<file path="src/hdl/xdrb_pkg.sv">
// Package: shared types, constants and register map of the XOR/DMA register block.
`default_nettype none
package xdrb_pkg;

  localparam int NUM_FUNCS_DEF    = 4;
  localparam int MAX_COPY_LEN_DEF = 256;
  localparam int N_SID            = 4;
  localparam int CFG_IDX_W        = 3;
  localparam int CFG_DATA_W       = 32;
  localparam int ACTIVE_W         = 3;

  // config register indexes
  localparam logic [CFG_IDX_W-1:0] CFG_ACTIVE = 3'd0;
  localparam logic [CFG_IDX_W-1:0] CFG_SID0   = 3'd1;
  localparam logic [CFG_IDX_W-1:0] CFG_SID3   = 3'd4;

  // word offsets in a function window
  localparam logic [9:0] W_OPERAND_A = 10'd0;
  localparam logic [9:0] W_OPERAND_B = 10'd1;
  localparam logic [9:0] W_COMMAND   = 10'd2;
  localparam logic [9:0] W_XOR_RES   = 10'd3;
  localparam logic [9:0] W_IRQ       = 10'd4;
  localparam logic [9:0] W_SRC_LO    = 10'd5;
  localparam logic [9:0] W_SRC_HI    = 10'd6;
  localparam logic [9:0] W_DST_LO    = 10'd7;
  localparam logic [9:0] W_DST_HI    = 10'd8;
  localparam logic [9:0] W_COPY_LEN  = 10'd9;
  localparam logic [9:0] W_COPY_CMD  = 10'd10;
  localparam logic [9:0] W_COPY_STAT = 10'd11;
  localparam logic [9:0] W_FUNC_ID   = 10'd12;
  localparam logic [9:0] W_STREAM_ID = 10'd13;
  localparam logic [9:0] W_RESET     = 10'd14;

  localparam logic [31:0] CMD_CLEAR = 32'd0;
  localparam logic [31:0] CMD_XOR   = 32'd1;
  localparam logic [31:0] COPY_GO   = 32'd1;
  localparam logic [31:0] RESET_KEY = 32'd1;

  localparam logic [1:0] STAT_DONE  = 2'b01;
  localparam logic [1:0] STAT_ERROR = 2'b10;

  typedef enum logic {ST_IDLE, ST_EXEC} state_t;

  // one memory entry: all state of one function except the irq bit
  typedef struct packed {
    logic [31:0] operand_a;
    logic [31:0] operand_b;
    logic [31:0] last_command;
    logic [31:0] xor_result;
    logic [63:0] copy_source;
    logic [63:0] copy_dest;
    logic [31:0] copy_length;
    logic [31:0] copy_command;
    logic [1:0]  copy_status;
  } func_state_t;

  typedef struct packed {
    logic        en;
    logic        cmd;
    logic [1:0]  func_index;
    logic [9:0]  word_index;
    logic [31:0] wdata;
    logic        copy_ok;
  } access_item_t;

  typedef struct packed {
    func_state_t entry;
    logic [31:0] rdata;
    logic        irq_set;
    logic        irq_clr;
    logic        copy_start;
    logic [63:0] copy_src;
    logic [63:0] copy_dst;
    logic [8:0]  copy_len;
  } access_res_t;

endpackage
`default_nettype wire

</file>
<file path="src/hdl/xdrb_in_if.sv">
// Interface: input channel carrying one register access item.
`default_nettype none
interface xdrb_in_if;
  logic        valid;
  logic        ready;
  logic        cmd;
  logic [1:0]  func_index;
  logic [9:0]  word_index;
  logic [31:0] wdata;
  logic        copy_ok;

  modport source (output valid, cmd, func_index, word_index, wdata, copy_ok, input ready);
  modport sink   (input valid, cmd, func_index, word_index, wdata, copy_ok, output ready);
endinterface
`default_nettype wire

</file>
<file path="src/hdl/xdrb_out_if.sv">
// Interface: result channel carrying one access result item.
`default_nettype none
interface xdrb_out_if;
  logic        valid;
  logic        ready;
  logic [31:0] rdata;
  logic [3:0]  irq_lines;
  logic        copy_start;
  logic [63:0] copy_src;
  logic [63:0] copy_dst;
  logic [8:0]  copy_len;

  modport source (output valid, rdata, irq_lines, copy_start, copy_src, copy_dst, copy_len,
                  input ready);
  modport sink   (input valid, rdata, irq_lines, copy_start, copy_src, copy_dst, copy_len,
                  output ready);
endinterface
`default_nettype wire

</file>
<file path="src/hdl/xor_dma_register_block.sv">
// Top level: register file of the multi-function XOR and copy-engine peripheral.
//
// Usage:
//  - in_ch carries one 32-bit register access per item (read or write of one word
//    in one function's window, plus the copy outcome for a copy start).
//  - out_ch returns exactly one result item per access: read data, the per-function
//    interrupt levels after the access, and a copy descriptor when a copy launched.
//  - cfg_* is a plain write port: cfg_we with cfg_index/cfg_wdata writes register
//    0 (active function count) or 1..4 (stream ids); write only while idle.
// Flow:
//  - The accept edge issues the state-memory read; the next edge writes back the
//    modified entry and loads the output register. No new item is accepted while
//    one is executing, because of the memory read-modify-write.
//  - The result is registered and holds until out_ch.ready; a new item
//    may be accepted in the same cycle the pending result is taken.
// Reset (rst_n low, synchronous): memory valid bits, irq bits and the handshake
//  state clear, active count returns to 4 and stream ids to 0; no clearing pass.
// Stall: while the result is not taken, in_ch.ready stays low.
`default_nettype none
module xor_dma_register_block
  import xdrb_pkg::*;
#(
  parameter int NUM_FUNCS    = NUM_FUNCS_DEF,
  parameter int MAX_COPY_LEN = MAX_COPY_LEN_DEF
) (
  input  wire logic                  clk,
  input  wire logic                  rst_n,
  xdrb_in_if.sink                    in_ch,
  xdrb_out_if.source                 out_ch,
  input  wire logic                  cfg_we,
  input  wire logic [CFG_IDX_W-1:0]  cfg_index,
  input  wire logic [CFG_DATA_W-1:0] cfg_wdata
);

  localparam int AW = (NUM_FUNCS > 1) ? $clog2(NUM_FUNCS) : 1;
  localparam int IW = (NUM_FUNCS > 4) ? NUM_FUNCS : 4;

  // configuration registers
  logic [ACTIVE_W-1:0] active_r;
  logic [31:0]         sid_r [N_SID];

  always_ff @(posedge clk) begin
    if (!rst_n) begin
      active_r <= ACTIVE_W'(NUM_FUNCS_DEF);
      for (int i = 0; i < N_SID; i++) begin
        sid_r[i] <= '0;
      end
    end else if (cfg_we) begin
      if (cfg_index == CFG_ACTIVE) begin
        active_r <= cfg_wdata[ACTIVE_W-1:0];
      end else if (cfg_index >= CFG_SID0 && cfg_index <= CFG_SID3) begin
        sid_r[2'(cfg_index - CFG_SID0)] <= cfg_wdata;
      end
    end
  end

  // handshake and control
  state_t       state_r, state_nxt;
  access_item_t item_r;
  logic         in_acc, out_acc, in_en;
  logic         out_valid_r;

  assign in_acc   = in_ch.valid && in_ch.ready;
  assign out_acc  = out_valid_r && out_ch.ready;
  // one item in flight; output register is free or draining at accept
  assign in_ch.ready = (state_r == ST_IDLE) && (!out_valid_r || out_ch.ready);
  assign in_en    = (int'(in_ch.func_index) < int'(active_r)) &&
                    (int'(in_ch.func_index) < NUM_FUNCS);

  always_ff @(posedge clk) begin
    if (!rst_n) begin
      state_r <= ST_IDLE;
    end else begin
      state_r <= state_nxt;
    end
  end

  always_comb begin
    state_nxt = state_r;
    unique case (state_r)
      ST_IDLE: if (in_acc) state_nxt = ST_EXEC;
      ST_EXEC: state_nxt = ST_IDLE;
      default: state_nxt = ST_IDLE;
    endcase
  end

  always_ff @(posedge clk) begin
    if (in_acc) begin
      item_r.en         <= in_en;
      item_r.cmd        <= in_ch.cmd;
      item_r.func_index <= in_ch.func_index;
      item_r.word_index <= in_ch.word_index;
      item_r.wdata      <= in_ch.wdata;
      item_r.copy_ok    <= in_ch.copy_ok;
    end
  end

  // state memory, read at accept, written back in the execute cycle
  func_state_t entry;
  access_res_t res;
  logic [AW-1:0] item_addr;
  logic          exec, wr_en;

  assign item_addr = AW'(item_r.func_index);
  assign exec      = (state_r == ST_EXEC);
  assign wr_en     = exec && item_r.en && item_r.cmd;

  xdrb_state_mem #(
    .DEPTH (NUM_FUNCS),
    .AW    (AW)
  ) u_mem (
    .clk     (clk),
    .rst_n   (rst_n),
    .rd_en   (in_acc),
    .rd_addr (AW'(in_ch.func_index)),
    .rd_data (entry),
    .wr_en   (wr_en),
    .wr_addr (item_addr),
    .wr_data (res.entry)
  );

  // interrupt pending bits live in flops so all lines are visible at once
  logic [NUM_FUNCS-1:0] irq_r, irq_nxt;
  logic [IW-1:0]        irq_ext;
  logic [3:0]           lines;

  xdrb_access_unit #(
    .MAX_COPY_LEN (MAX_COPY_LEN)
  ) u_access (
    .item      (item_r),
    .entry     (entry),
    .irq_cur   (irq_r[item_addr]),
    .stream_id (sid_r[item_r.func_index]),
    .res       (res)
  );

  always_comb begin
    irq_nxt = irq_r;
    if (exec && item_r.en) begin
      if (res.irq_clr) begin
        irq_nxt[item_addr] = 1'b0;
      end else if (res.irq_set) begin
        irq_nxt[item_addr] = 1'b1;
      end
    end
  end

  assign irq_ext = IW'(irq_nxt);

  // disabled functions show no interrupt
  always_comb begin
    for (int i = 0; i < 4; i++) begin
      lines[i] = irq_ext[i] && (i < int'(active_r)) && (i < NUM_FUNCS);
    end
  end

  always_ff @(posedge clk) begin
    if (!rst_n) begin
      irq_r <= '0;
    end else begin
      irq_r <= irq_nxt;
    end
  end

  // output register
  logic [31:0] rdata_r;
  logic [3:0]  irq_lines_r;
  logic        copy_start_r;
  logic [63:0] copy_src_r, copy_dst_r;
  logic [8:0]  copy_len_r;

  always_ff @(posedge clk) begin
    if (!rst_n) begin
      out_valid_r <= 1'b0;
    end else if (exec) begin
      out_valid_r <= 1'b1;
    end else if (out_acc) begin
      out_valid_r <= 1'b0;
    end
  end

  always_ff @(posedge clk) begin
    if (exec) begin
      rdata_r      <= res.rdata;
      irq_lines_r  <= lines;
      copy_start_r <= res.copy_start;
      copy_src_r   <= res.copy_src;
      copy_dst_r   <= res.copy_dst;
      copy_len_r   <= res.copy_len;
    end
  end

  assign out_ch.valid      = out_valid_r;
  assign out_ch.rdata      = rdata_r;
  assign out_ch.irq_lines  = irq_lines_r;
  assign out_ch.copy_start = copy_start_r;
  assign out_ch.copy_src   = copy_src_r;
  assign out_ch.copy_dst   = copy_dst_r;
  assign out_ch.copy_len   = copy_len_r;

endmodule
`default_nettype wire

</file>
<file path="src/hdl/xdrb_state_mem.sv">
// Per-function state memory: registered read, valid bits give zero reset.
`default_nettype none
module xdrb_state_mem
  import xdrb_pkg::*;
#(
  parameter int DEPTH = NUM_FUNCS_DEF,
  parameter int AW    = 2
) (
  input  wire logic        clk,
  input  wire logic        rst_n,
  input  wire logic        rd_en,
  input  wire logic [AW-1:0] rd_addr,
  output func_state_t      rd_data,
  input  wire logic        wr_en,
  input  wire logic [AW-1:0] wr_addr,
  input  wire func_state_t wr_data
);

  func_state_t mem [DEPTH];
  func_state_t rd_data_r;
  logic [DEPTH-1:0] vld_r;
  logic             rd_vld_r;

  always_ff @(posedge clk) begin
    if (wr_en) begin
      mem[wr_addr] <= wr_data;
    end
    if (rd_en) begin
      rd_data_r <= mem[rd_addr];
    end
  end

  always_ff @(posedge clk) begin
    if (!rst_n) begin
      vld_r    <= '0;
      rd_vld_r <= 1'b0;
    end else begin
      if (wr_en) begin
        vld_r[wr_addr] <= 1'b1;
      end
      if (rd_en) begin
        rd_vld_r <= vld_r[rd_addr];
      end
    end
  end

  // never-written entry reads as its reset value
  assign rd_data = rd_vld_r ? rd_data_r : '0;

endmodule
`default_nettype wire

</file>
<file path="src/hdl/xdrb_access_unit.sv">
// Access unit: decodes one access and forms the modified entry and the result.
`default_nettype none
module xdrb_access_unit
  import xdrb_pkg::*;
#(
  parameter int MAX_COPY_LEN = MAX_COPY_LEN_DEF
) (
  input  wire access_item_t item,
  input  wire func_state_t  entry,
  input  wire logic     irq_cur,
  input  wire logic [31:0] stream_id,
  output access_res_t   res
);

  logic        bad_len;
  logic [31:0] v;

  assign v       = item.wdata;
  assign bad_len = (entry.copy_length == 32'd0) ||
                   (entry.copy_length > 32'(MAX_COPY_LEN));

  always_comb begin
    res       = '0;
    res.entry = entry;
    if (item.en && !item.cmd) begin
      unique case (item.word_index)
        W_OPERAND_A: res.rdata = entry.operand_a;
        W_OPERAND_B: res.rdata = entry.operand_b;
        W_COMMAND:   res.rdata = entry.last_command;
        W_XOR_RES:   res.rdata = entry.xor_result;
        W_IRQ:       res.rdata = {31'd0, irq_cur};
        W_SRC_LO:    res.rdata = entry.copy_source[31:0];
        W_SRC_HI:    res.rdata = entry.copy_source[63:32];
        W_DST_LO:    res.rdata = entry.copy_dest[31:0];
        W_DST_HI:    res.rdata = entry.copy_dest[63:32];
        W_COPY_LEN:  res.rdata = entry.copy_length;
        W_COPY_CMD:  res.rdata = entry.copy_command;
        W_COPY_STAT: res.rdata = {30'd0, entry.copy_status};
        W_FUNC_ID:   res.rdata = {30'd0, item.func_index};
        W_STREAM_ID: res.rdata = stream_id;
        default:     res.rdata = '0;
      endcase
    end else if (item.en && item.cmd) begin
      unique case (item.word_index)
        W_OPERAND_A: res.entry.operand_a = v;
        W_OPERAND_B: res.entry.operand_b = v;
        W_COMMAND: begin
          res.entry.last_command = v;
          if (v == CMD_XOR) begin
            res.entry.xor_result = entry.operand_a ^ entry.operand_b;
            res.irq_set          = 1'b1;
          end else if (v == CMD_CLEAR) begin
            res.entry.xor_result = '0;
          end
        end
        W_IRQ:       res.irq_clr = v[0];
        W_SRC_LO:    res.entry.copy_source[31:0]  = v;
        W_SRC_HI:    res.entry.copy_source[63:32] = v;
        W_DST_LO:    res.entry.copy_dest[31:0]    = v;
        W_DST_HI:    res.entry.copy_dest[63:32]   = v;
        W_COPY_LEN:  res.entry.copy_length        = v;
        W_COPY_CMD: begin
          res.entry.copy_command = v;
          if (v == COPY_GO) begin
            res.irq_set = 1'b1;
            if (bad_len) begin
              res.entry.copy_status = STAT_ERROR;
            end else begin
              res.copy_start        = 1'b1;
              res.copy_src          = entry.copy_source;
              res.copy_dst          = entry.copy_dest;
              res.copy_len          = entry.copy_length[8:0];
              res.entry.copy_status = item.copy_ok ? STAT_DONE : STAT_ERROR;
            end
          end
        end
        W_COPY_STAT: res.entry.copy_status = entry.copy_status & ~v[1:0];
        W_RESET: begin
          if (v == RESET_KEY) begin
            res.entry   = '0;
            res.irq_clr = 1'b1;
          end
        end
        default: ;
      endcase
    end
  end

endmodule
`default_nettype wire

</file>
<file path="src/flat_wrapper.sv">
// flat-port wrapper written by rule: the top's interface ports become plain ports
module xor_dma_register_block_flat import xdrb_pkg::*;
#(
  parameter int NUM_FUNCS    = NUM_FUNCS_DEF,
  parameter int MAX_COPY_LEN = MAX_COPY_LEN_DEF
)
  (clk, rst_n, cfg_we, cfg_index, cfg_wdata, in_ch_valid, in_ch_cmd, in_ch_func_index, in_ch_word_index, in_ch_wdata, in_ch_copy_ok, in_ch_ready, out_ch_valid, out_ch_rdata, out_ch_irq_lines, out_ch_copy_start, out_ch_copy_src, out_ch_copy_dst, out_ch_copy_len, out_ch_ready);
  xdrb_in_if in_ch_i ();
  xdrb_out_if out_ch_i ();
  input  wire logic clk;
  input  wire logic rst_n;
  input  wire logic cfg_we;
  input  wire logic [CFG_IDX_W-1:0] cfg_index;
  input  wire logic [CFG_DATA_W-1:0] cfg_wdata;
  input wire logic [$bits(in_ch_i.valid)-1:0] in_ch_valid;
  input wire logic [$bits(in_ch_i.cmd)-1:0] in_ch_cmd;
  input wire logic [$bits(in_ch_i.func_index)-1:0] in_ch_func_index;
  input wire logic [$bits(in_ch_i.word_index)-1:0] in_ch_word_index;
  input wire logic [$bits(in_ch_i.wdata)-1:0] in_ch_wdata;
  input wire logic [$bits(in_ch_i.copy_ok)-1:0] in_ch_copy_ok;
  output wire logic [$bits(in_ch_i.ready)-1:0] in_ch_ready;
  output wire logic [$bits(out_ch_i.valid)-1:0] out_ch_valid;
  output wire logic [$bits(out_ch_i.rdata)-1:0] out_ch_rdata;
  output wire logic [$bits(out_ch_i.irq_lines)-1:0] out_ch_irq_lines;
  output wire logic [$bits(out_ch_i.copy_start)-1:0] out_ch_copy_start;
  output wire logic [$bits(out_ch_i.copy_src)-1:0] out_ch_copy_src;
  output wire logic [$bits(out_ch_i.copy_dst)-1:0] out_ch_copy_dst;
  output wire logic [$bits(out_ch_i.copy_len)-1:0] out_ch_copy_len;
  input wire logic [$bits(out_ch_i.ready)-1:0] out_ch_ready;
  assign in_ch_i.valid = in_ch_valid;
  assign in_ch_i.cmd = in_ch_cmd;
  assign in_ch_i.func_index = in_ch_func_index;
  assign in_ch_i.word_index = in_ch_word_index;
  assign in_ch_i.wdata = in_ch_wdata;
  assign in_ch_i.copy_ok = in_ch_copy_ok;
  assign in_ch_ready = in_ch_i.ready;
  assign out_ch_valid = out_ch_i.valid;
  assign out_ch_rdata = out_ch_i.rdata;
  assign out_ch_irq_lines = out_ch_i.irq_lines;
  assign out_ch_copy_start = out_ch_i.copy_start;
  assign out_ch_copy_src = out_ch_i.copy_src;
  assign out_ch_copy_dst = out_ch_i.copy_dst;
  assign out_ch_copy_len = out_ch_i.copy_len;
  assign out_ch_i.ready = out_ch_ready;
  xor_dma_register_block #(.NUM_FUNCS(NUM_FUNCS), .MAX_COPY_LEN(MAX_COPY_LEN)) u_core (.clk(clk), .rst_n(rst_n), .in_ch(in_ch_i), .out_ch(out_ch_i), .cfg_we(cfg_we), .cfg_index(cfg_index), .cfg_wdata(cfg_wdata));
endmodule
</file>
<file path="config.mk">
export PLATFORM = sky130hd
export DESIGN_NAME = xor_dma_register_block_flat
export DESIGN_NICKNAME = d
export VERILOG_FILES = /design/src/hdl/xdrb_pkg.sv /design/src/hdl/xdrb_in_if.sv /design/src/hdl/xdrb_out_if.sv /design/src/hdl/xor_dma_register_block.sv /design/src/hdl/xdrb_state_mem.sv /design/src/hdl/xdrb_access_unit.sv /design/src/flat_wrapper.sv
export SDC_FILE = /design/constraint.sdc
export NUM_CORES = 2
export LEC_CHECK = 0
export BUFFER_PORTS_ARGS = -buffer_cell sky130_fd_sc_hd__clkbuf_2
export CAP_MARGIN = 20
export CELL_PAD_IN_SITES_DETAIL_PLACEMENT = 2
export CELL_PAD_IN_SITES_GLOBAL_PLACEMENT = 2
export CORE_MARGIN = 3
export CORE_UTILIZATION = 48
export DETAILED_ROUTE_END_ITERATION = 8
export GPL_ROUTABILITY_DRIVEN = 1
export GPL_TIMING_DRIVEN = 0
export PLACE_DENSITY_LB_ADDON = 0.1
export SYNTH_ARGS = -nofsm -noshare
export SYNTH_HDL_FRONTEND = slang
export SYNTH_SLANG_ARGS = --single-unit
</file>
<file path="constraint.sdc">
create_clock -name clk -period 51 [get_ports clk]
set_input_delay 10.2 -clock clk [delete_from_list [all_inputs] [get_ports clk]]
set_output_delay 10.2 -clock clk [all_outputs]
set_load 0.1 [all_outputs]
</file>
==> PnR_summary.wiki <==
{| class="wikitable"
! Metric !! Value
|-
| Setup repair after global routing missed its margin || false
|-
| Synth area leaders || sky130_fd_sc_hd__edfxtp_1 76%, sky130_fd_sc_hd__mux4_2 10%, sky130_fd_sc_hd__and2_1 2.0%, sky130_fd_sc_hd__a22o_1 1.2%, sky130_fd_sc_hd__o2bb2ai_1 1.2%
|-
| Number of warning messages in the yosys log || 0
|-
| Worst min-delay path category || register to register
|-
| Buffer and inverter count on the worst path || 3
|-
| Post-Place Worst Slack || 29.73 ns
|-
| Type of origin of the critical path || primary input
|-
| DRC violation count after routing || 0
|-
| Wire length per cell || 52.1 um
|-
| CTS clk-pin slew, worst paths || 0.06 ns
|-
| Crit-path max cell delay || 0.54 ns
|-
| Crit path required time || 40.80 ns
|-
| Wire length of the first global-routing pass || 486 mm
|-
| Number of hold buffers added after cts || 0
|-
| Vertical die dimension || 408 um
|-
| Total congestion overflow after global routing || 0
|-
| Cts repair resizes || 0
|-
| Share of Yosys cell area claimed by the top area cell type || 75.8%
|-
| Worst setup margin || 29.66 ns
|-
| Initial antenna violation count || 62
|-
| Detailed Route WL || 367 mm
|-
| Final setup vio count || 0
|-
| Number of unique standard cell types used by synthesis || 82
|-
| Leakage Power || 29.2 nW
|-
| Area of the die || 167000 um^2
|-
| Post-route insts no fill || 7048
|-
| Clock buffer count from CTS || 199
|-
| Clock insertion delay at the later pin of the skew report || 0.89 ns
|-
| Vias in the first global route || 51300
|-
| Clock root buffer || sky130_fd_sc_hd__clkbuf_16
|-
| Count of maximum capacitance violations || 0
|-
| Average cell area after synthesis || 19.6 um^2
|-
| DIE WIDTH || 408 um
|-
| Setup bufs post-CTS || 0
|-
| Crit path capture type || primary output
|-
| Portion of the clock cycle consumed by the worst path in the final layout || 41.8%
|-
| Proportion of layout cells with a drive suffix above 1 || 26.6%
|-
| Nets in the synthesized netlist || 4057
|-
| Area of the mapped netlist || 77600 um^2
|-
| Core ar. || 159000 um^2
|-
| Final weighted congestion of routability-driven global placement || 1.00
|-
| Dpl cells || 6621
|-
| Total number of vias || 51300
|-
| Kind of cell with the highest combined delay on the critical path || buffers and inverters
|-
| All-Layer GR Usage || 43.7%
|-
| H-tree lvl count || 4
|-
| Area Overhead vs Synth || 17.3%
|-
| Time the worst path needs with I/O delays and setup || 21.34 ns
|-
| Proportion of register bits with asynchronous set or reset after synthesis || 0%
|-
| TritonCTS clock tree || yes
|-
| Clock tree skew after final layout || 0.0501 ns
|-
| Fraction of the yosys area taken by sequential cells || 76.2%
|-
| Tot Pwr || 3.58 mW
|-
| Final Cell Area || 91100 um^2
|-
| Cell count after synthesis || 3968
|-
| Pwr/cell area || 39.3 nW/um^2
|-
| Peak supply drop || 0.0364 mV
|-
| Kind of critical path || primary input to primary output
|-
| Total Neg Setup Slack || 0 ns
|-
| CP arrival || 11.14 ns
|-
| Master of the slowest instance on the critical path || sky130_fd_sc_hd__clkbuf_2
|-
| Sinks on the clock net || 1975
|-
| Worst reg-to-reg setup slack || 44.89 ns
|-
| Boundary pin count || 262
|-
| HPWL reported at the end of detailed placement || 257 mm
|-
| Largest net degree at the start of global routing || 104
|-
| Finished Core Util || 57.1%
|-
| Number of core rows || 146
|-
| Number of pins with negative max-slew slack in the final report || 0
|-
| Maximum fanout encountered on the critical timing path || 3
|-
| Deepest clock path buffer count || 3
|-
| Port-buffer cells || 261
|-
| Post-Route Hold Slack || 0.496 ns
|-
| Maximum clock frequency || 0.0469 GHz
|-
| Top cell by count, worst path || sky130_fd_sc_hd__clkbuf_2
|-
| Via/cell ratio || 7.28
|-
| Count of antenna-violating nets left after detailed routing || 0
|-
| Crit-path cells || clkbuf_2, inv_1, a21oi_1, clkbuf_2
|-
| Final count of hold timing violations || 0
|-
| Cell accounting for the most synthesized area || sky130_fd_sc_hd__edfxtp_1
|-
| Placed inst area || 84500 um^2
|-
| Worst Tran Pin Value || 1.30 ns
|-
| Slew Limit Headroom || 13.5%
|-
| Starting Density || 48.7%
|-
| Number of storage elements in the synthesis netlist || 1975
|-
| EDFF count, synth || 1959
|-
| First-pass iteration count of the detailed router || 9
|-
| NumNets Final || 4786
|-
| Synth Flop Type || sky130_fd_sc_hd__edfxtp_1
|-
| Initial DRC count || 9266
|-
| Outcome || completed
|}
[cell type report]
class / instances / area (um^2)
inverters: 15 / 63.8
well taps: 2146 / 2690
diodes: 50 / 125
multi-input cells: 1741 / 17500
clock buffers: 257 / 5360
plain buffers: 237 / 1000
fillers: 13400 / 68400
flip-flops and latches: 1975 / 59200
clock inverters: 99 / 795
repair buffers: 528 / 4380
[cell families (layout without fill, tap and decap cells)]
logic type	count (synthesis)	in the layout	synth area share [%]
adder cells (fa/ha/maj)	3	3	0.0484
AND/OR/NAND/NOR	687	687	4.71
XOR/XNOR	33	33	0.372
AO/OA/AOI/OAI	628	628	6.49
flip-flops	1975	1975	76.2
buffers and inverters	252	1136	1.35
other	0	50	0
multiplexers	390	390	10.8
[power by group]
group | switching, mW | total [mW] | internal (mW) | leakage, nW
Combinational | 0.169 | 0.231 | 0.0621 | 8.42
Clock | 0.677 | 1.47 | 0.794 | 3.02
Sequential | 0.0609 | 1.88 | 1.82 | 17.8
Total | 0.907 | 3.58 | 2.68 | 29.2
[sequential cells by signal, indices dropped and copies added (netlist names), named ones only]
name and count:
u_core.out_ch.valid 1, u_core.item_addr 2, u_core.sid_r 128, u_core.u_mem.mem 1288, u_core.active_r 3, u_core.out_ch.copy_start 1
u_core.out_ch.copy_len 9, u_core.u_mem.vld_r 4, u_core.irq_r 4, u_core.exec 1, u_core.u_mem.rd_data_r 322, u_core.out_ch.copy_src 64
u_core.out_ch.copy_dst 64, u_core.out_ch.irq_lines 4, u_core.item_r 45, u_core.out_ch.rdata 32, u_core.u_mem.rd_vld_r 1
[final timing paths]
check,startpoint,end,cells after the start
max,out_ch_ready,in_ch_ready,4
min,u_core.u_mem.vld_r[0],u_core.u_mem.vld_r[0],1
max reg2reg,u_core.u_mem.rd_vld_r,u_core.out_ch.rdata[17],8
min reg2reg,u_core.u_mem.vld_r[0],u_core.u_mem.vld_r[0],1
[synth_stat cells, types with 4 or more instances]
master / number
sky130_fd_sc_hd__dfxtp_1: 16
sky130_fd_sc_hd__mux2i_1: 28
sky130_fd_sc_hd__xor2_1: 6
sky130_fd_sc_hd__a222oi_1: 8
sky130_fd_sc_hd__nor2b_1: 7
sky130_fd_sc_hd__nand4_1: 6
sky130_fd_sc_hd__xnor2_1: 27
sky130_fd_sc_hd__clkbuf_1: 124
sky130_fd_sc_hd__a21o_1: 4
sky130_fd_sc_hd__nor2_1: 104
sky130_fd_sc_hd__mux2_2: 4
sky130_fd_sc_hd__inv_1: 11
sky130_fd_sc_hd__a31oi_1: 28
sky130_fd_sc_hd__o2bb2ai_1: 107
sky130_fd_sc_hd__edfxtp_1: 1959
sky130_fd_sc_hd__a22o_1: 108
sky130_fd_sc_hd__a211oi_1: 12
sky130_fd_sc_hd__nand2_1: 200
sky130_fd_sc_hd__o32ai_1: 5
sky130_fd_sc_hd__o21ai_0: 74
sky130_fd_sc_hd__nor3_1: 24
sky130_fd_sc_hd__buf_2: 52
sky130_fd_sc_hd__and2_1: 245
sky130_fd_sc_hd__a2bb2o_4: 19
sky130_fd_sc_hd__a221o_1: 5
sky130_fd_sc_hd__o22ai_1: 58
sky130_fd_sc_hd__o21a_1: 10
sky130_fd_sc_hd__a21oi_1: 41
sky130_fd_sc_hd__nor4_4: 4
sky130_fd_sc_hd__buf_1: 55
sky130_fd_sc_hd__a22oi_1: 48
sky130_fd_sc_hd__buf_6: 5
sky130_fd_sc_hd__nand2b_1: 5
sky130_fd_sc_hd__mux4_2: 358
sky130_fd_sc_hd__nor4_1: 14
sky130_fd_sc_hd__nand3_1: 35
sky130_fd_sc_hd__a2bb2o_1: 25
sky130_fd_sc_hd__and3_1: 8
sky130_fd_sc_hd__a32o_1: 15
sky130_fd_sc_hd__a2bb2oi_1: 9
sky130_fd_sc_hd__a32oi_1: 15
sky130_fd_sc_hd__o22a_1: 4
sky130_fd_sc_hd__a221oi_1: 10
[cell usage in the layout (no fill, tap or decap), types with 57 or more instances in the layout]
cell / netlist / final
sky130_fd_sc_hd__and2_1: 245 / 245
sky130_fd_sc_hd__mux4_2: 358 / 358
sky130_fd_sc_hd__clkbuf_2: 1 / 267
sky130_fd_sc_hd__clkbuf_16: 0 / 205
sky130_fd_sc_hd__o2bb2ai_1: 107 / 107
sky130_fd_sc_hd__buf_2: 52 / 57
sky130_fd_sc_hd__clkbuf_1: 124 / 168
sky130_fd_sc_hd__nand2_1: 200 / 187
sky130_fd_sc_hd__o21ai_0: 74 / 72
sky130_fd_sc_hd__edfxtp_1: 1959 / 1959
sky130_fd_sc_hd__a22o_1: 108 / 108
sky130_fd_sc_hd__o22ai_1: 58 / 58
sky130_fd_sc_hd__buf_4: 0 / 116
sky130_fd_sc_hd__buf_6: 5 / 86
sky130_fd_sc_hd__nor2_1: 104 / 104
[routing by layer]
metal  up-vias  track usage (%)  share of wire (%)  wire length [um]
li1      17900                -                  -                 -
met1     27000             52.1                 33            121000
met2      4906             64.0                 44            161000
met3      1489             16.3                 13             47400
met4        30             34.4                 10             36900
met5         -            0.517              0.070               257
[worst register-to-register path, delay by kind of cell, from the launching register on]
family          cells  cell delay (ns)
compound gates      3             1.56
simple gates        2             1.43
flops               1             0.33
buf+inv             3             2.49
Power figures use the tool's default switching activity.
